===== src/design/lt7_pkg.sv =====
// shared types and constants of the layer-7 latency tracker
package lt7_pkg;

   localparam int KEY_W         = 64;
   localparam int REQ_DATA_W    = 90;
   localparam int DST_DATA_W    = 48;
   localparam int PAYLOAD_LIMIT = 512;
   localparam int LEN_W         = 9;
   localparam logic [31:0] MIN_SNIFF   = 32'd16;
   localparam logic [7:0]  QR_BIT      = 8'b1000_0000;
   localparam logic [7:0]  OPCODE_BITS = 8'b0111_1000;
   localparam logic [7:0]  RCODE_BITS  = 8'b0000_1111;

   // request word layout in the request table
   localparam int RD_TIME_LO  = 0;
   localparam int RD_PROTO    = 64;
   localparam int RD_TXN_LO   = 65;
   localparam int RD_LEN_LO   = 81;

   typedef enum logic [1:0] {
      CMD_REQUEST  = 2'd0,
      CMD_RESPONSE = 2'd1,
      CMD_CONNECT  = 2'd2,
      CMD_UNUSED   = 2'd3
   } lt7_cmd_type;

   typedef enum logic {
      PROTO_HTTP = 1'b0,
      PROTO_DNS  = 1'b1
   } lt7_proto_type;

   typedef enum logic [1:0] {
      OP_NONE   = 2'd0,
      OP_WRITE  = 2'd1,
      OP_TOUCH  = 2'd2,
      OP_RETIRE = 2'd3
   } lt7_op_type;

   typedef enum logic [1:0] {
      ST_IDLE   = 2'd0,
      ST_LOOK   = 2'd1,
      ST_UPDATE = 2'd2
   } lt7_state_type;

   typedef struct packed {
      logic        http_req;
      logic        dns_query;
      logic        http_resp;
      logic        dns_resp;
      logic [15:0] txn;
      logic [9:0]  http_status;
      logic [3:0]  rcode;
   } lt7_sniff_type;

endpackage


===== src/design/lt7_sniff.sv =====
// payload decode: http method, http status line and dns header checks
module lt7_sniff (
   input  logic [63:0]            head_low,
   input  logic [63:0]            head_high,
   output lt7_pkg::lt7_sniff_type sniff
);
   import lt7_pkg::*;

   logic [7:0] b [16];
   logic       dig9, dig10, dig11, dig5, dig7;
   logic [3:0] d9, d10, d11;

   // byte split
   always_comb begin
      for (int k = 0; k < 8; k++) begin
         b[k]     = head_low[8*k +: 8];
         b[k + 8] = head_high[8*k +: 8];
      end
   end

   assign dig5  = (b[5]  >= "0") && (b[5]  <= "9");
   assign dig7  = (b[7]  >= "0") && (b[7]  <= "9");
   assign dig9  = (b[9]  >= "0") && (b[9]  <= "9");
   assign dig10 = (b[10] >= "0") && (b[10] <= "9");
   assign dig11 = (b[11] >= "0") && (b[11] <= "9");
   assign d9    = 4'(b[9]  - "0");
   assign d10   = 4'(b[10] - "0");
   assign d11   = 4'(b[11] - "0");

   always_comb begin
      // http methods
      sniff.http_req =
         (b[0] == "G" && b[1] == "E" && b[2] == "T") ||
         (b[0] == "P" && b[1] == "O" && b[2] == "S" && b[3] == "T") ||
         (b[0] == "H" && b[1] == "E" && b[2] == "A" && b[3] == "D") ||
         (b[0] == "P" && b[1] == "U" && b[2] == "T") ||
         (b[0] == "D" && b[1] == "E" && b[2] == "L" && b[3] == "E" &&
          b[4] == "T" && b[5] == "E") ||
         (b[0] == "O" && b[1] == "P" && b[2] == "T" && b[3] == "I" &&
          b[4] == "O" && b[5] == "N" && b[6] == "S") ||
         (b[0] == "P" && b[1] == "A" && b[2] == "T" && b[3] == "C" && b[4] == "H");
      // status line
      sniff.http_resp =
         b[0] == "H" && b[1] == "T" && b[2] == "T" && b[3] == "P" && b[4] == "/" &&
         dig5 && b[6] == "." && dig7 && b[8] == " " && dig9 && dig10 && dig11;
      sniff.http_status = 10'(d9) * 10'd100 + 10'(d10) * 10'd10 + 10'(d11);
      // dns header, query and response differ only in the qr bit
      sniff.dns_query = ((b[2] & QR_BIT) == 8'd0) && ((b[2] & OPCODE_BITS) == 8'd0) &&
                        (b[4] == 8'd0) && (b[5] == 8'd1);
      sniff.dns_resp  = ((b[2] & QR_BIT) != 8'd0) && ((b[2] & OPCODE_BITS) == 8'd0) &&
                        (b[4] == 8'd0) && (b[5] == 8'd1);
      sniff.txn       = {b[0], b[1]};
      sniff.rcode     = 4'(b[3] & RCODE_BITS);
   end

endmodule


===== config.mk =====
export PLATFORM = sky130hd
export DESIGN_NAME = lt7_sniff
export DESIGN_NICKNAME = d
export VERILOG_FILES = /design/src/design/lt7_pkg.sv /design/src/design/lt7_sniff.sv
export SDC_FILE = /design/constraint.sdc
export NUM_CORES = 1
export LEC_CHECK = 0
export ABC_CLOCK_PERIOD_IN_PS = 4150
export BUFFER_PORTS_ARGS = -buffer_cell sky130_fd_sc_hd__buf_2
export CAP_MARGIN = 25
export CORE_UTILIZATION = 36
export DETAILED_ROUTE_END_ITERATION = 8
export GPL_TIMING_DRIVEN = 0
export PLACE_DENSITY = 0.87
export SYNTH_ARGS = -nofsm -noshare
export SYNTH_HDL_FRONTEND = slang
export SYNTH_SLANG_ARGS = --single-unit

===== constraint.sdc =====
create_clock -name vclk -period 4.15
set_input_delay 0.6225 -clock vclk [all_inputs]
set_output_delay 0.6225 -clock vclk [all_outputs]
set_load 0.05 [all_outputs]

==> reports/metrics.yaml, run 1 <==
critical_path:
  critPathRequiredTime_ns: 3.53
  crit_arrival_ns: 3.26
  crit_fanout: 5
  path_class: "in -> out"
  end_kind: "primary output"
  cp-start-kind: "primary input"
die:
  die-area_um2: 4280
  start_util: 0.384
  fp.dieH_um: 65.4
  die_w_um: 65.4
  coreArea_um2: 3770
  io_pins: 162
  rows: 22
layout:
  antenna_cells: 0
  fin_util: 0.570
  multiInputGateArea_um2: 1220
  fillers: 357
  layout.nets: 478
  area_growth_pct: 48.4
  fin_cells: 363
  drive_above_1_share: 0.486
  seq_cell_count: 0
  nClkBuffers: 0
  register_area_um2: 0
sta:
  maxSlewViolCount: 0
  setup_viol: 0
  timing.setup.tns_ns: 0
  finalCritPeriodShare: 0.935
  max_freq_mhz: 258
  worst_pin_slew_ns: 0.426
  grt_setup_unrepaired: "false"
  fin_crit_ns: 3.88
  finalHoldViolations: 0
  setup_slack_ns: 0.271
  maxSlewHeadroom: 0.713
power_and_ir_drop:
  totalPowerFinal_mw: 0.487
  leakagePower_nw: 1.13
  irDropWorstVdd_uv: 262
  power_density_nw_per_um2: 227
placement:
  dp.cells: 363
  gp_congestion: 0.857
  dp_hpwl_mm: 4.16
  port_buffers: 128
  dp_slack_ns: 0.264
hold_path:
  hold_path_end: "sniff[4]"
  min_path_cells: 2
  min_from: "head_high[24]"
  min_path_type: "in -> out"
outcome:
  status: "finished clean"
detailed_routing:
  avgViaCountPerCell: 5.18
  wl_mm: 4.47
  drc: 0
  post_drt_wl_per_cell_um: 12.3
  via_count: 1880
  drt_first_iter_violations: 90
  postRouteAntennaNets: 0
  dr.pass1.iters: 4
clock_network:
  ctsResizeCount: 0
  cts_hold_buf: 0
  postCtsSetupRepairBufs: 0
global_routing:
  overflow: 0
  grt_antenna_before_repair: 0
  grt_pass1_wl_mm: 6.69
  grt.total_usage: 0.192
  grt_pass1_vias: 1581
  grt_max_degree: 6
synthesis:
  postSynthAreaPerCell_um2: 7.74
  ys_warn_count: 0
  ys_seq_area_frac: 0
  netlist_area_um2: 1450
  synth_fp_nets: 348
  syn_inst: 187
  synth_cell_types: 36
run:
  drv_cap: 0
==> metal layers <==
metal  share of wire  global-route usage  wire length (um)  vias to the layer above
met2            0.51               0.371              2300                       89
li1                -                   -                 -                      936
met5               0                   0                 0                        -
met1            0.41               0.240              1810                      855
met4               0              0.0109                 0                        0
met3           0.080             0.00868               356                        0
==> critical path, cell delays in order <==
cell,delay [ns]
buf_2,0.15
inv_1,0.08
ha_1,0.28
ha_1,0.16
inv_1,0.05
fa_1,0.47
inv_1,0.05
ha_1,0.29
ha_1,0.33
nor3_1,0.06
a211o_1,0.30
xnor2_1,0.13
buf_2,0.27
==> through the flow <==
| step | hold slack [ns] | area (um^2) |
|---|---|---|
| detailed placement | 1.55 | 2150 |
| global route | 1.55 | 2150 |
| finish | 1.55 | 2150 |
| CTS | 1.55 | 2150 |
| global placement | 1.55 | 2150 |
| floorplan | 1.41 | 1450 |
==> worst max path at each step <==
stage / startpoint / end / cells past startpoint
6_report: head_high[8] / sniff[13] / 13
5_1_grt: head_high[8] / sniff[13] / 13
4_1_cts: head_high[9] / sniff[13] / 13
3_5_place_dp: head_high[9] / sniff[13] / 13
3_3_place_gp: head_high[8] / sniff[13] / 13
2_1_floorplan: head_high[9] / sniff[13] / 11
==> cell families after synthesis <==
logic type / synth area share
AO/OA/AOI/OAI: 0.0916
XOR/XNOR: 0.0605
adder cells (fa/ha/maj): 0.311
buffers and inverters: 0.156
AND/OR/NAND/NOR: 0.381
==> where the power goes <==
group	internal [mW]	leakage (nW)	switching, mW	total (mW)
Sequential	0	0	0	0
Combinational	0.164	1.13	0.323	0.487
Clock	0	0	0	0
Total	0.164	1.13	0.323	0.487
==> cells in the final DEF, fill, tap and decap left out, types with 5 or more instances in the layout <==
cell type  count
buf_2        128
ha_1          28
buf_4         21
inv_1         18
nor2_1        12
nand4_1       12
xnor2_1        8
nor3_1         8
nor4_1         7
a21oi_1        6
nor2b_1        6
nand2_1        5
nand4b_1       5
nand3_1        5
fa_1           5
==> area by class of cell <==
type	instances	area share
repair buffers	128	0.298
plain buffers	21	0.0734
inverters	18	0.0315
well taps	48	0.0280
multi-input cells	148	0.569
==> cells in the mapped netlist (6+ instances only) <==
| cell type | number | share of area |
|---|---|---|
| a21oi_1 | 6 | 0.021 |
| nand4_1 | 12 | 0.052 |
| buf_4 | 21 | 0.11 |
| nor2b_1 | 6 | 0.026 |
| ha_1 | 28 | 0.24 |
| nor2_1 | 12 | 0.031 |
| xnor2_1 | 8 | 0.048 |
| nor3_1 | 8 | 0.028 |
| nor4_1 | 7 | 0.030 |
| inv_1 | 18 | 0.047 |
Power figures use the tool's default switching activity.
==> run 2: changes to the inputs <==
Settings changed: CAP_MARGIN 25 to 30, CORE_ASPECT_RATIO from default to 0.9.
==> run 2 against run 1 <==
Compared with the run above:
- sequential share of layout area unchanged
- first-iteration DRC count rose by 10%
- via count fell by 0.16%
==> reports/metrics.yaml, run 2 (same netlist as run 1, synthesis figures left out) <==
outcome:
  status: "finished clean"
layout:
  fin_util: 0.567  # -0.00255
  seq_cell_count: 0  # unchanged
  final_cell_mix: "128 x buf_2, 28 x ha_1, 21 x buf_4"
  antenna_cells: 0  # unchanged
  register_area_um2: 0  # unchanged
  area_growth_pct: 48.2
  mostFrequentLayoutCell: "buf_2"
  fillers: 389  # +9.0%
  nClkBuffers: 0  # unchanged
  drive_above_1_share: 0.486  # unchanged
  layout.nets: 478  # unchanged
  fin_cells: 361  # -0.55%
critical_path:
  crit_buf_inv: 2  # -3
  end_kind: "primary output"
  path_class: "in -> out"
  crit_fanout: 3  # -2
  cp-start-kind: "primary input"
  crit_arrival_ns: 3.29  # +0.03 ns
  cp_common_cell: "ha_1"
  critPathRequiredTime_ns: 3.53  # about the same
  slowest_delay_ns: 0.45  # -0.02 ns
  cp_top_family: "adder cells"
  path_cells: "buf_2 > ha_1 > ha_1 > fa_1 > ha_1 > ha_1 > o21a_1 > o21ai_1 > a211o_1 > xnor2_1 > buf_2"
  cpMaxStageDelayCell: "fa_1"
detailed_routing:
  avgViaCountPerCell: 5.20  # +0.39%
  drt_first_iter_violations: 99  # +10%
  post_drt_wl_per_cell_um: 12.6  # +2.6%
  dr.pass1.iters: 4  # unchanged
  wl_mm: 4.56  # +2.1%
  postRouteAntennaNets: 0  # unchanged
  via_count: 1877  # -0.16%
  drc: 0  # unchanged
sta:
  setup_viol: 0  # unchanged
  maxSlewViolCount: 0  # unchanged
  grt_setup_unrepaired: "false"
  whs_ns: 1.55  # -0.00128 ns
  fin_crit_ns: 3.91  # +0.0351 ns
  max_freq_mhz: 256  # -0.90%
  timing.setup.tns_ns: 0  # unchanged
  worst_pin_slew_ns: 0.458  # +0.0319 ns
  maxSlewHeadroom: 0.692  # -0.0214
  finalHoldViolations: 0  # unchanged
  finalCritPeriodShare: 0.943  # +0.00846
hold_path:
  min_from: "head_high[24]"
  hold_path_end: "sniff[4]"
  min_path_type: "in -> out"
  min_path_cells: 2  # unchanged
clock_network:
  postCtsSetupRepairBufs: 0  # unchanged
  ctsResizeCount: 0  # unchanged
  cts_hold_buf: 0  # unchanged
die:
  io_pins: 162  # unchanged
  coreArea_um2: 3780  # +0.33%
  start_util: 0.383  # -0.00127
  die_w_um: 68.8  # +5.2%
  rows: 21  # -4.5%
  fp.dieH_um: 62.2  # -5.0%
  die-area_um2: 4280  # about the same
run:
  drv_cap: 0  # unchanged
placement:
  port_buffers: 128  # unchanged
  gp_congestion: 0.884  # +3.1%
  dp.cells: 361  # -0.55%
  dp_hpwl_mm: 4.21  # +1.3%
global_routing:
  grt_pass1_wl_mm: 7.25  # +8.5%
  grt.total_usage: 0.210  # +0.0188
  overflow: 0  # unchanged
  grt_pass1_vias: 1744  # +10%
  grt_antenna_before_repair: 0  # unchanged
  grt_max_degree: 6  # unchanged
power_and_ir_drop:
  power_density_nw_per_um2: 229  # +0.95%
  irDropWorstVdd_uv: 428  # +64%
  leakagePower_nw: 1.13  # unchanged
## run 2: power by group
group | leakage [nW] | switching, mW | total [mW] | internal (mW)
logic | 1.13 | 0.326 | 0.491 | 0.165
clock network | 0 | 0 | 0 | 0
registers | 0 | 0 | 0 | 0
total | 1.13 | 0.326 | 0.491 | 0.165
## run 2: metal layers
metal	up-vias	part of all wire	GRT usage
li1	937	-	-
met1	846	0.41	0.256
met2	88	0.51	0.396
met3	6	0.068	0.00919
met4	0	0.011	0.0332
met5	-	0	0
## run 2: stage by stage
step	power (mW)	area [um^2]	setup WS (ns)
final	0.491	2150	0.236
after global routing	0.530	2150	0.0550
after CTS	0.493	2150	0.220
after detailed placement	0.491	2150	0.225
after global placement	0.478	2150	0.290
after floorplan	0.356	1450	0.112
## run 2: how the worst max path moves through the flow
stage	startpoint	endpoint	cells past startpoint
floorplan	head_high[9]	sniff[13]	11
CTS	head_high[17]	sniff[13]	11
detailed placement	head_high[17]	sniff[13]	11
finish	head_high[17]	sniff[13]	11
global placement	head_high[8]	sniff[13]	13
global route	head_high[17]	sniff[13]	11
## run 2: final cells by class
class	count	area, um^2	area share
Buffer	21	158	0.0735
Inverter	18	67.6	0.0315
Multi-Input combinational cell	148	1220	0.570
Tap cell	46	57.6	0.0268
Timing Repair Buffer	128	641	0.299
