`src/design/lt7_pkg.sv`:
```
// shared types and constants of the layer-7 latency tracker
package lt7_pkg;

   localparam int KEY_W         = 64;
   localparam int REQ_DATA_W    = 90;
   localparam int DST_DATA_W    = 48;
   localparam int PAYLOAD_LIMIT = 512;
   localparam int LEN_W         = 9;
   localparam logic [31:0] MIN_SNIFF   = 32'd16;
   localparam logic [7:0]  QR_BIT      = 8'b1000_0000;
   localparam logic [7:0]  OPCODE_BITS = 8'b0111_1000;
   localparam logic [7:0]  RCODE_BITS  = 8'b0000_1111;

   // request word layout in the request table
   localparam int RD_TIME_LO  = 0;
   localparam int RD_PROTO    = 64;
   localparam int RD_TXN_LO   = 65;
   localparam int RD_LEN_LO   = 81;

   typedef enum logic [1:0] {
      CMD_REQUEST  = 2'd0,
      CMD_RESPONSE = 2'd1,
      CMD_CONNECT  = 2'd2,
      CMD_UNUSED   = 2'd3
   } lt7_cmd_type;

   typedef enum logic {
      PROTO_HTTP = 1'b0,
      PROTO_DNS  = 1'b1
   } lt7_proto_type;

   typedef enum logic [1:0] {
      OP_NONE   = 2'd0,
      OP_WRITE  = 2'd1,
      OP_TOUCH  = 2'd2,
      OP_RETIRE = 2'd3
   } lt7_op_type;

   typedef enum logic [1:0] {
      ST_IDLE   = 2'd0,
      ST_LOOK   = 2'd1,
      ST_UPDATE = 2'd2
   } lt7_state_type;

   typedef struct packed {
      logic        http_req;
      logic        dns_query;
      logic        http_resp;
      logic        dns_resp;
      logic [15:0] txn;
      logic [9:0]  http_status;
      logic [3:0]  rcode;
   } lt7_sniff_type;

endpackage

```
`src/design/lt7_cell.sv`:
```
// one table entry: key compare, lru age and stored word, chained to its neighbor
module lt7_cell #(
   parameter int ENTRIES = 64,
   parameter int INDEX   = 0,
   parameter int DATA_W  = 48
) (
   input  logic                                  clock,
   input  logic                                  reset,
   input  lt7_pkg::lt7_op_type                   op_i,
   input  logic [$clog2(ENTRIES)-1:0]            tgt_age_i,
   input  logic [lt7_pkg::KEY_W-1:0]             key_i,
   input  logic [DATA_W-1:0]                     wdata_i,
   input  logic                                  hit_in,
   input  logic [$clog2(ENTRIES)-1:0]            age_in,
   input  logic [DATA_W-1:0]                     data_in,
   output logic                                  hit_out,
   output logic [$clog2(ENTRIES)-1:0]            age_out,
   output logic [DATA_W-1:0]                     data_out
);
   import lt7_pkg::*;

   localparam int IDX_W = $clog2(ENTRIES);
   localparam logic [IDX_W-1:0] LAST_AGE  = IDX_W'(ENTRIES - 1);
   localparam logic [IDX_W-1:0] RESET_AGE = IDX_W'(INDEX);

   logic              valid_ff;
   logic [IDX_W-1:0]  age_ff;
   logic [KEY_W-1:0]  key_ff;
   logic [DATA_W-1:0] data_ff;
   logic              hit;
   logic              sel;

   // associative compare, merged into the chain
   assign hit      = valid_ff && (key_ff == key_i);
   assign sel      = (age_ff == tgt_age_i);
   assign hit_out  = hit_in | hit;
   assign age_out  = age_in | (hit ? age_ff : '0);
   assign data_out = data_in | (hit ? data_ff : '0);

   // valid bit and lru age
   always_ff @(posedge clock) begin
      if (reset) begin
         valid_ff <= 1'b0;
         age_ff   <= RESET_AGE;
      end else begin
         case (op_i)
            OP_WRITE, OP_TOUCH: begin
               if (sel) begin
                  age_ff <= '0;
                  if (op_i == OP_WRITE) valid_ff <= 1'b1;
               end else if (age_ff < tgt_age_i) begin
                  age_ff <= age_ff + 1'b1;
               end
            end
            OP_RETIRE: begin
               if (sel) begin
                  age_ff   <= LAST_AGE;
                  valid_ff <= 1'b0;
               end else if (age_ff > tgt_age_i) begin
                  age_ff <= age_ff - 1'b1;
               end
            end
            default: begin
            end
         endcase
      end
   end

   // key and stored word
   always_ff @(posedge clock) begin
      if ((op_i == OP_WRITE) && sel) begin
         key_ff  <= key_i;
         data_ff <= wdata_i;
      end
   end

endmodule

```
`config.mk`:
```
export PLATFORM = sky130hd
export DESIGN_NAME = lt7_cell
export DESIGN_NICKNAME = d
export VERILOG_FILES = /design/src/design/lt7_pkg.sv /design/src/design/lt7_cell.sv
export SDC_FILE = /design/constraint.sdc
export NUM_CORES = 1
export LEC_CHECK = 0
export CAP_MARGIN = 20
export CORE_ASPECT_RATIO = 2
export CORE_MARGIN = 2
export CORE_UTILIZATION = 47
export DETAILED_ROUTE_END_ITERATION = 12
export DONT_BUFFER_PORTS = 1
export PLACE_DENSITY_LB_ADDON = 0.08
export SYNTH_ARGS = -nofsm -noshare
export SYNTH_HDL_FRONTEND = slang
export SYNTH_SLANG_ARGS = --single-unit
```
`constraint.sdc`:
```
create_clock -name clock -period 9.8 [get_ports clock]
set_input_delay 0.98 -clock clock [delete_from_list [all_inputs] [get_ports clock]]
set_output_delay 0.98 -clock clock [all_outputs]
set_load 0.02 [all_outputs]
```
==> impl_summary.md, run 1 <==
Yosys
Averaged over all synthesized cells, the footprint is 13.87 sq um. The proportion of synthesized flip-flops having asynchronous set or reset is 0%. The post-synthesis register bit count is 119. The share of the Yosys chip area taken by registers is 61.92%. The count of unique library cells instantiated by Yosys is 57.

The most common flop cell mapped by yosys is edfxtp_1. The post-synthesis instance area is 5658 sq um. Counting flops with a built-in enable in the synthesized netlist gives 112.

Synthesis produced a netlist whose cell count is 408. The total number of yosys warnings is 0. The synthesized net count is 596.

Clock network
Gates resized during post-CTS repair numbered 0. For the worst-skew pair, the clock arrives at the later sink with an insertion delay of 0.40 ns. The count of hold-fix buffers inserted at cts is 0. In this run the number of H-tree levels came out at 4. The clock transition time at the flip-flop clock pins of the worst setup and hold paths is 0.05 ns. The clock root buffer is clkbuf_16. Clock tree synthesis inserted a total of 17 buffers. The number of buffers on the longest clock path is 2. After clock tree synthesis, the setup repair step added 0 buffers. The clock net in this run drives a total of 119 sinks.

The TritonCTS clock tree is done.

Power
The peak supply drop is 168.8 uV. For this design the ratio of total power to cell area is 206.8 nW/um^2. The leakage power total is 2.177 nW. In this run, flip-flops and latches consume 43.8% of the power. The logic gate share of total power is 7.8%. The internal power of the cells is 1.029 mW. The share of power burned in the clock network is 48.4%. The total design power is 1.315 mW. The switching power is 286.6 uW. Net switching is 21.79% of the power.

Timing
The number of endpoints with negative hold slack in the final report is 0. The largest clock skew in the final design is 0.008924 ns. Counting I/O delays and the setup requirement, the final critical path takes 4.079 ns.

The final-report setup violation count is 0. Static timing analysis puts the maximum clock frequency at 245.2 MHz. Across all setup checks in the final design, the least slack found is 5.721 ns.

Setup repair after global routing left no endpoint under its margin. The total negative slack for setup checks is 0 ns. The slew at the pin closest to its max-slew limit is 1.064 ns. The max-slew violation count is 0. The final period utilization is 41.62%. Headroom to the max-slew limit came out at 29.09%.

Global routing
The initial antenna violation count came to 0. The maximum number of pins on one net before global-route repair is 85. The wire length of the first global-routing pass is 18.86 mm. For this run the aggregate overflow at the end of global routing stands at 0. The via count of the first global-routing pass is 3569. Global routing consumed, over all layers together, 19.98% of the routing resources.

Job
The max-capacitance violation count is 0.

Setup path
The worst setup path is of the input port to output port kind. Setup slack on the worst reg-to-reg path comes out at 6.32 ns. At the worst endpoint, the required time is 8.82 ns. The critical path capture point type is an output port. The largest fanout of any net on the critical path is 55. The critical path startpoint category is an input port.

STA puts the critical path data arrival time at 3.10 ns.

Routing
Dividing the detail-routed via count by the number of cells gives 6.004. In the final routing, the length of wire on met1 measures 4.305 mm. The total length of routed wires is 12.73 mm.

The number of design rule violations left after detail routing is 0. The remaining number of nets flagged by the antenna check after routing is 0. Dividing the detail-routed wire length by the instance count gives 22.34 um. The via total after detailed routing is 3422.

The length of routed met3 wiring is 905 um. The first routing iteration left 134 violations. After detailed routing, no signal wire sits above met4. The number of detailed-routing iterations run before antenna repair is 4.

Wire segments on met2 add up to 7.176 mm in the final route.

Min path
The worst hold-check path type is flip-flop to flip-flop.

Floorplan
The floorplan has 56 rows. The overall die width is 81.58 um. From bottom edge to top edge, the die measures 159.2 um. The floorplan step defined a die boundary enclosing 12980 sq um. After floorplanning, the core was sized to cover 11770 sq um. The count of pins on the block boundary is 232. The initial standard-cell utilization of the core is 48.07%.

Place
The half-perimeter wire length after placement is 9.568 mm. OpenSTA, run right after detailed placement, puts the worst setup slack at 5.729 ns. The final estimated routing congestion in global placement is 0.8393. The count of port buffers added during placement is 0.

Layout
The layout net count is 600. In the final layout, the share of cells above drive strength 1 is 12.47%. The area added between synthesis and finish is 12.43%. Once layout is complete, the utilization of the core stands at 54.04%. The number of antenna cells inserted is 0.

Run status
The run finished with clean final reports.
==> metrics by stage <==
step | hold WS, ns | std cells | cell area, sq um
after floorplan | 0.4718 | 408 | 5658
after global placement | 0.5538 | 538 | 5749
after global routing | 0.5984 | 570 | 6361
final | 0.5675 | 570 | 6361
after detailed placement | 0.5645 | 538 | 5749
after CTS | 0.5836 | 570 | 6361
==> worst max-delay path, cell delays in order <==
cell and delay [ns]:
and2b_1 0.15, a2111o_1 0.37, nor4_1 0.22, and4_2 0.97
a31o_1 0.38
==> Yosys cell counts, drive strengths merged (3+ instances only) <==
cell     number  area [sq um]
edfxtp      112          3363
a31o         56         490.5
xor2         32         280.3
inv          29         108.9
nor2b        13         93.84
xnor2        13         113.9
buf          11         86.32
ha           11         137.6
nor4         11         83.83
nand4         9         56.30
nand2         8         30.03
nor2          8         30.03
o21ai         8         40.04
o22ai         8         50.05
dfxtp         7         140.1
a21oi         6         30.03
clkbuf        6         22.52
a2111oi       5         81.33
and2b         5         41.29
nand3         5         25.02
a21o          4         30.03
nor3          4         20.02
a211oi        3         22.52
a2bb2oi       3         26.28
a31oi         3         18.77
==> worst paths after layout <==
check	start	to	cells after the start
max	key_i[3]	data_out[25]	5
min	valid_ff	valid_ff	2
max reg2reg	age_ff[0]	data_ff[26]	6
min reg2reg	valid_ff	valid_ff	2
==> logic make-up after synthesis <==
| logic type | share of synthesized area, % |
|---|---|
| mux | 0.3980 |
| fa+ha+maj | 2.433 |
| buf+inv | 3.914 |
| flops | 61.92 |
| compound gates | 16.34 |
| xor+xnor | 6.966 |
| simple gates | 8.027 |
==> final cells by class <==
cell class	count	area, sq um
well taps	145	181.4
repair buffers	2	15.01
clock inverters	14	182.7
multi-input cells	242	1937
clock buffers	18	429.2
inverters	30	112.6
fillers	1028	5410
flip-flops and latches	119	3503
==> placed cells by master, fill, tap and decap left out, drive strengths merged, types with 2 or more instances in the layout <==
cell type,count
o21ai,8
and3,2
ha,11
mux2,2
nand4,9
a21oi,6
clkinv,8
a31o,56
a31oi,3
a211oi,3
o2bb2ai,2
nand3,5
nor4,11
inv,29
nor2,8
and2b,5
buf,2
clkinvlp,3
clkbuf,18
xnor2,13
a2bb2oi,3
nand2b,2
dfxtp,7
and4,2
bufinv,4
o22ai,8
a2111oi,5
a21o,4
nor2b,13
xor2,32
nand2,8
edfxtp,112
nor3,4
==> power by group through the flow <==
stage | registers [mW] | clock network, mW | logic, mW
6_report | 0.576 | 0.637 | 0.103
3_5_place_dp | 0.586 | 0 | 0.102
5_1_grt | 0.577 | 0.675 | 0.112
4_1_cts | 0.576 | 0.657 | 0.103
2_1_floorplan | 0.577 | 0 | 0.0924
3_3_place_gp | 0.586 | 0 | 0.101
==> registers in the layout (all words and copies together), names as in the netlist <==
register	count
age_ff	6
key_ff	64
valid_ff	1
data_ff	48
==> metal layers <==
metal | GRT usage, % | up-vias
met5 | 0 | -
met4 | 9.924 | 0
met3 | 7.370 | 23
met2 | 34.80 | 136
met1 | 20.20 | 1662
li1 | - | 1601
No activity file was read; power rests on OpenSTA's default activity.
==> run 2: changes to the inputs <==
==> constraint.sdc (replaced) <==
create_clock -name clock -period 3.7 [get_ports clock]
set_input_delay 0.37 -clock clock [delete_from_list [all_inputs] [get_ports clock]]
set_output_delay 0.37 -clock clock [all_outputs]
set_load 0.02 [all_outputs]
==> run 2 against run 1 <==
- design area grew 0.37%
- clock power rose by 150%
- first-iteration DRC count is 32% higher
- critical path depth rose by 1
- non-clock buffer count rose by 4
- sequential power rose to 2.6 times the previous value
- clock skew is 0.0036 ns lower
- largest power group unchanged
- worst setup slack got worse by 5.1 ns
- core utilization grew 0.20 points
==> impl_summary.md, run 2 (synthesis results as in run 1) <==
Run status
The flow ran to the end, and the final reports show no timing, DRC or antenna violations.

Layout
The largest registers in the layout are key_ff (64), data_ff (48), age_ff (6). In the layout the commonest cells are 112 x edfxtp_1, 49 x a31o_1, 32 x xor2_1. The area taken by multi-input logic gates is 1937 sq um (unchanged). The final non-filler cell area was 6385 sq um (+0.37%).

The register with the most flip-flops is key_ff. The layout cell share with drive strength beyond 1 is 13.29% (+0.82 points). The flip-flop count of the largest register after layout is 64 (unchanged).

Relative to the synthesized area, the layout overhead comes to 12.85%. The final standard cell count with taps included and fillers excluded is 575 (+0.88%). The register cell area after layout was 3503 sq um (unchanged). The layout net count is 604 (+0.67%).

Leaving out fill and tap cells, the most frequent cell in the layout is edfxtp_1. The number of fill cells in the layout is 978 (-4.9%).

Timing
After layout, the minimum clock period comes to 3.100 ns. The final-report setup violation count is 0 (unchanged). The max-slew violation count is 0 (unchanged). Of the available clock period, the critical path in the final layout requires 83.77%. The slew at the pin closest to its max-slew limit is 0.5625 ns (-0.5011 ns).

The largest clock skew in the final design is 0.005355 ns (-0.003568 ns). The total negative slack for setup checks was 0 ns (unchanged). The worst slew slack as a fraction of its limit is 62.50% (+33 points).

The number of endpoints with negative hold slack in the final report is 0 (unchanged). Setup repair after global routing left no endpoint under its margin. Based on the critical path, the design can be clocked at up to 322.6 MHz.

Global routing
The initial antenna violation count came to 1 (+1). The maximum number of pins on one net before global-route repair is 56 (-34%). The remaining global-route overflow is 0 (unchanged). The global routing usage on met1 was 19.80% (-0.40 points). The via count of the first global-routing pass is 3613 (+1.2%). The global-route track usage on met3 is 7.483% (+0.11 points). The wire length of the first global-routing pass is 19.14 mm (+1.5%). The global-route track usage on met2 is 36.55% (+1.8 points). The total track usage came to 20.36% (+0.38 points). The layer flagged by global routing as most heavily used is met2.

Routing
The ratio of routed vias to standard cells is 6.024 (+0.35%). The number of detailed-routing iterations run before antenna repair is 4 (unchanged). The mean routed wirelength per cell came to 22.90 um (+2.5%). The violation count after the first detailed-routing iteration is 177 (+32%). The via total after detailed routing is 3464 (+1.2%). The total length of routed wires is 13.17 mm (+3.4%). The number of design rule violations left after detail routing is 0 (unchanged). The remaining number of nets flagged by the antenna check after routing is 0 (unchanged).

Place
The number of placed cells counting well taps came to 542 (+0.74%). The count of port buffers added during placement is 0 (unchanged). The instance area after placement came to 5804 sq um (+0.96%). The half-perimeter wire length after placement came to 10.01 mm (+4.6%). The final estimated routing congestion in global placement came to 0.8616 (+2.7%).

Clock network
The number of buffers on the longest clock path is 2 (unchanged). The CTS buffer count is 17 (unchanged). TritonCTS built the clock tree.

The number of sinks handled by clock tree synthesis is 119 (unchanged). The source-to-sink clock delay at the later pin of the worst-skew pair is 0.40 ns (about the same). The clock root buffer is clkbuf_16. The count of hold-fix buffers inserted at cts is 0 (unchanged). The H-tree depth came to 4 (unchanged). The clock transition time at the flip-flop clock pins of the worst setup and hold paths came to 0.06 ns (about the same). The number of buffers inserted by post-CTS setup repair is 0 (unchanged). The number of gates given a new drive strength after cts is 0 (unchanged).

Power
The total power divided by cell area is 531.4 nW/um^2 (+160%). The leakage power total is 2.189 nW (+0.59%). The total design power is 3.393 mW (+160%).

The peak supply drop is 355.5 uV (+110%).

Setup path
The cell with the largest stage delay on the worst path is buf_4. Walking the worst path, the cells encountered are nor2b_1 -> a2111oi_2 -> nand4_1 -> nor4_4 -> buf_4 -> a31o_1. The required time of the worst setup path is 3.33 ns (-5.49 ns). The critical path startpoint category is a flip-flop. STA classifies the critical path endpoint as an output port. The critical path in this run is classified as flip-flop to output port. The data arrival time at the worst-slack endpoint was 2.73 ns (-0.37 ns). The biggest cell delay along the critical path came to 0.50 ns (-0.47 ns). The largest fanout of any net on the critical path is 55 (unchanged).

Job
The max-capacitance violation count is 0 (unchanged).

Floorplan
The area of the die is 12980 sq um (unchanged). The row count came to 56 (unchanged). The initial standard-cell utilization of the core was 48.07% (unchanged). The count of pins on the block boundary was 232 (unchanged). The die boundary height came to 159.2 um (unchanged). The area of the core was 11770 sq um (unchanged). The overall die width is 81.58 um (unchanged).

Min path
The worst hold-check path type is input port to flip-flop.
run 2: worst paths after layout:
kind	startpoint	to	slack [ns]	depth (start not counted)
setup reg to reg	age_ff[0]	data_ff[10]	1.06	6
hold / removal	reset	valid_ff	0.04	1
hold reg to reg	valid_ff	valid_ff	0.54	2
setup / recovery	key_ff[33]	data_out[13]	0.60	6
run 2: critical path: cells and delay by family, from the launching register on:
family | cells | cell delay, ns
AO/OA/AOI/OAI | 2 | 0.73
flip-flops | 1 | 0.38
buffers and inverters | 1 | 0.50
AND/OR/NAND/NOR | 3 | 0.69
run 2: power by group:
group / leakage (nW) / switching (mW) / internal, mW / total, mW
clock: 0.276 / 0.598 / 0.994 / 1.59
combinational: 0.849 / 0.163 / 0.114 / 0.277
sequential: 1.06 / 0.0310 / 1.49 / 1.52
total: 2.19 / 0.792 / 2.60 / 3.39
run 2: cell type report:
type | count | share of cell area (%)
clock inverter | 14 | 2.332
antenna | 1 | 0.03919
tap | 145 | 2.841
timing repair buffer | 6 | 1.097
inverter | 30 | 1.764
clock buffer | 18 | 6.722
multi-input combinational | 242 | 30.34
sequential | 119 | 54.87
run 2: per-layer routing:
layer | vias to the layer above | share of wire (%)
met2 | 128 | 56
met3 | 22 | 7.0
met1 | 1705 | 34
li1 | 1609 | -
met4 | 0 | 2.7
met5 | - | 0
run 2: per-stage QoR:
step,setup WS [ns],hold slack [ns],utilization (%)
6_report,0.6005,0.03871,54.24
5_1_grt,0.4152,0.01868,54.24
4_1_cts,0.5720,0.01755,54.22
3_5_place_dp,0.9773,0.4470,49.31
3_3_place_gp,0.9962,0.4480,49.31
2_1_floorplan,0.5453,0.4689,-
==> run 3: changes to the inputs <==
==> constraint.sdc (replaced) <==
create_clock -name clock -period 2.89 [get_ports clock]
set_input_delay 0.289 -clock clock [delete_from_list [all_inputs] [get_ports clock]]
set_output_delay 0.289 -clock clock [all_outputs]
set_load 0.02 [all_outputs]
==> run 3 against run 2 <==
- non-clock buffer count up 121
- hold slack better by 0.036 ns
- combinational power up 88%
- global-route usage up 2.4 points
- count of clock-buffer cells in the layout unchanged
- sequential power up 28%
- design area up 19%
- largest cell class unchanged
- largest power group unchanged
==> impl_summary.md, run 3 (synthesis results as in run 1) <==
Global routing
The via count of the first global-routing pass is 4320 (+20%). The wire length of the first global-routing pass is 21.57 mm (+13%). The initial antenna violation count came to 0 (-1). The maximum number of pins on one net before global-route repair came to 56 (unchanged).

The total track usage is 22.72% (+2.4 points). The remaining global-route overflow is 0 (unchanged).

Routing
The remaining number of nets flagged by the antenna check after routing came to 0 (unchanged). The uppermost layer routed is met4. The number of design rule violations left after detail routing is 0 (unchanged).

The total length of routed wires is 15.07 mm (+14%). The violation count after the first detailed-routing iteration is 186 (+5.1%). The ratio of routed vias to standard cells is 5.778 (-4.1%).

The length of routed met3 wiring was 891 um (-3.5%). The wire length on met2 is 8.636 mm (+17%). The routed metal-1 wire length is 5.100 mm (+14%). The via total after detailed routing is 4016 (+16%). The number of detailed-routing iterations run before antenna repair is 4 (unchanged). The mean routed wirelength per cell is 21.69 um (-5.3%).

Setup path
The critical path goes through xor2_1 -> nor4_1 -> nand4_1 -> nor4_4 -> buf_4 -> buf_8 -> a31o_1. The critical path is of the flip-flop to output port type. The number of buffers and inverters on the critical path is 2 (+1).

The critical path startpoint category is a flip-flop. The data arrival time at the worst-slack endpoint was 2.48 ns (-0.25 ns). The family with the most delay on the worst path is simple AND/OR/NAND/NOR gates. The cell with the largest stage delay on the worst path is edfxtp_1. The biggest cell delay along the critical path came to 0.38 ns (-0.12 ns).

The required time of the worst setup path is 2.60 ns (-0.73 ns). The critical path capture point type is an output port. The largest fanout of any net on the critical path is 27 (-51%).

Layout
In the layout the commonest cells are 113 x dlygate4sd3_1, 112 x edfxtp_1, 49 x a31o_1. The number of fill cells in the layout is 915 (-6.4%). In the final layout, the registers with the most flip-flops are key_ff (64), data_ff (48), age_ff (6). The number of antenna cells inserted is 0 (-1). The utilization after layout is 64.82% (+11 points).

The area added between synthesis and finish is 34.85%. The leading cell type in the layout, fill and taps excluded is dlygate4sd3_1. The register with the most flip-flops is key_ff. The layout cell share with drive strength beyond 1 came to 12.36% (-0.92 points). The flip-flop count of the largest register after layout is 64 (unchanged).

The layout net count was 725 (+20%).

Timing
The number of endpoints with negative hold slack in the final report is 0 (unchanged). Based on the critical path, the design can be clocked at up to 361.6 MHz. The total negative slack for setup checks came to 0 ns (unchanged). Setup repair after global routing left no endpoint under its margin.

The worst path uses 95.69% of the clock period. The max-slew violation count came to 0 (unchanged). The final-report setup violation count is 0 (unchanged). The largest clock skew in the final design is 0.006256 ns (+0.0009012 ns). The worst slew slack as a fraction of its limit is 68.36% (+5.9 points). The slew at the pin closest to its max-slew limit is 0.4626 ns (-0.09990 ns).

The clock period minus final worst setup slack is 2.765 ns.

Floorplan
The count of pins on the block boundary was 232 (unchanged). The row count is 56 (unchanged). The overall die width was 81.58 um (unchanged). The initial standard-cell utilization of the core came to 48.07% (unchanged). The area of the core is 11770 sq um (unchanged). The die boundary height came to 159.2 um (unchanged).

The area of the die was 12980 sq um (unchanged).

Clock network
The H-tree depth was 4 (unchanged). The number of buffers on the longest clock path is 2 (unchanged). The number of sinks handled by clock tree synthesis is 119 (unchanged).

The CTS buffer count came to 17 (unchanged). The TritonCTS clock tree is done. The source-to-sink clock delay at the later pin of the worst-skew pair is 0.40 ns (about the same). The clock root buffer is clkbuf_16.

The clock transition time at the flip-flop clock pins of the worst setup and hold paths was 0.06 ns (about the same).

Job
The max-capacitance violation count is 0 (unchanged).

Run status
The flow ran to the end, and the final reports show no timing, DRC or antenna violations.

Min path
In this run the worst hold path is classified as input port to flip-flop.

Place
The half-perimeter wire length after placement is 10.38 mm (+3.7%). The count of port buffers added during placement was 0 (unchanged). The final estimated routing congestion in global placement is 0.8939 (+3.7%).

Power
The peak supply drop is 716.9 uV (+100%). The leakage power total was 2.710 nW (+24%). The total power divided by cell area came to 588.4 nW/um^2 (+11%).
run 3: timing repair:
item                       in CTS  in global routing
setup buffers                   0                  2
hold endpoints to repair      113                  0
gates resized for setup         0                  3
hold buffers                  113                  0
setup endpoints to repair       0                 55
run 3: final cells by class:
class / instances / area, sq um / area share, %
flip-flops and latches: 119 / 3503 / 45.92
multi-input cells: 242 / 1943 / 25.47
repair buffers: 127 / 1311 / 17.19
clock buffers: 18 / 429.2 / 5.625
well taps: 145 / 181.4 / 2.378
clock inverters: 14 / 148.9 / 1.951
inverters: 30 / 112.6 / 1.476
run 3: final timing paths:
kind | start | to | slack [ns] | depth (start not counted)
setup / recovery | key_ff[16] | data_out[7] | 0.12 | 7
hold reg to reg | valid_ff | valid_ff | 0.57 | 2
hold / removal | reset | age_ff[4] | 0.07 | 2
setup reg to reg | age_ff[0] | data_ff[20] | 0.41 | 6
run 3: metal layers:
layer | GRT usage, % | up-vias
li1 | - | 1862
met1 | 22.60 | 1908
met2 | 42.92 | 219
met3 | 3.968 | 27
met4 | 11.06 | 0
met5 | 0 | -
run 3: per-stage QoR:
stage | setup slack (ns) | power, mW | cells | area [sq um] | hold WS [ns]
after global placement | 0.4070 | 2.360 | 547 | 5879 | 0.3688
after CTS | 0.02712 | 4.524 | 692 | 7589 | 0.05140
after detailed placement | 0.3926 | 2.362 | 547 | 5879 | 0.3666
final | 0.1245 | 4.489 | 695 | 7630 | 0.07494
after floorplan | 0.3117 | 2.271 | 408 | 5660 | 0.3879
after global routing | 0.01101 | 4.649 | 695 | 7630 | 0.05863
run 3: report_power, final:
| group | switching [mW] | internal [mW] | leakage (nW) |
|---|---|---|---|
| combinational | 0.257 | 0.263 | 1.37 |
| sequential | 0.0256 | 1.91 | 1.06 |
| clock | 0.761 | 1.27 | 0.273 |
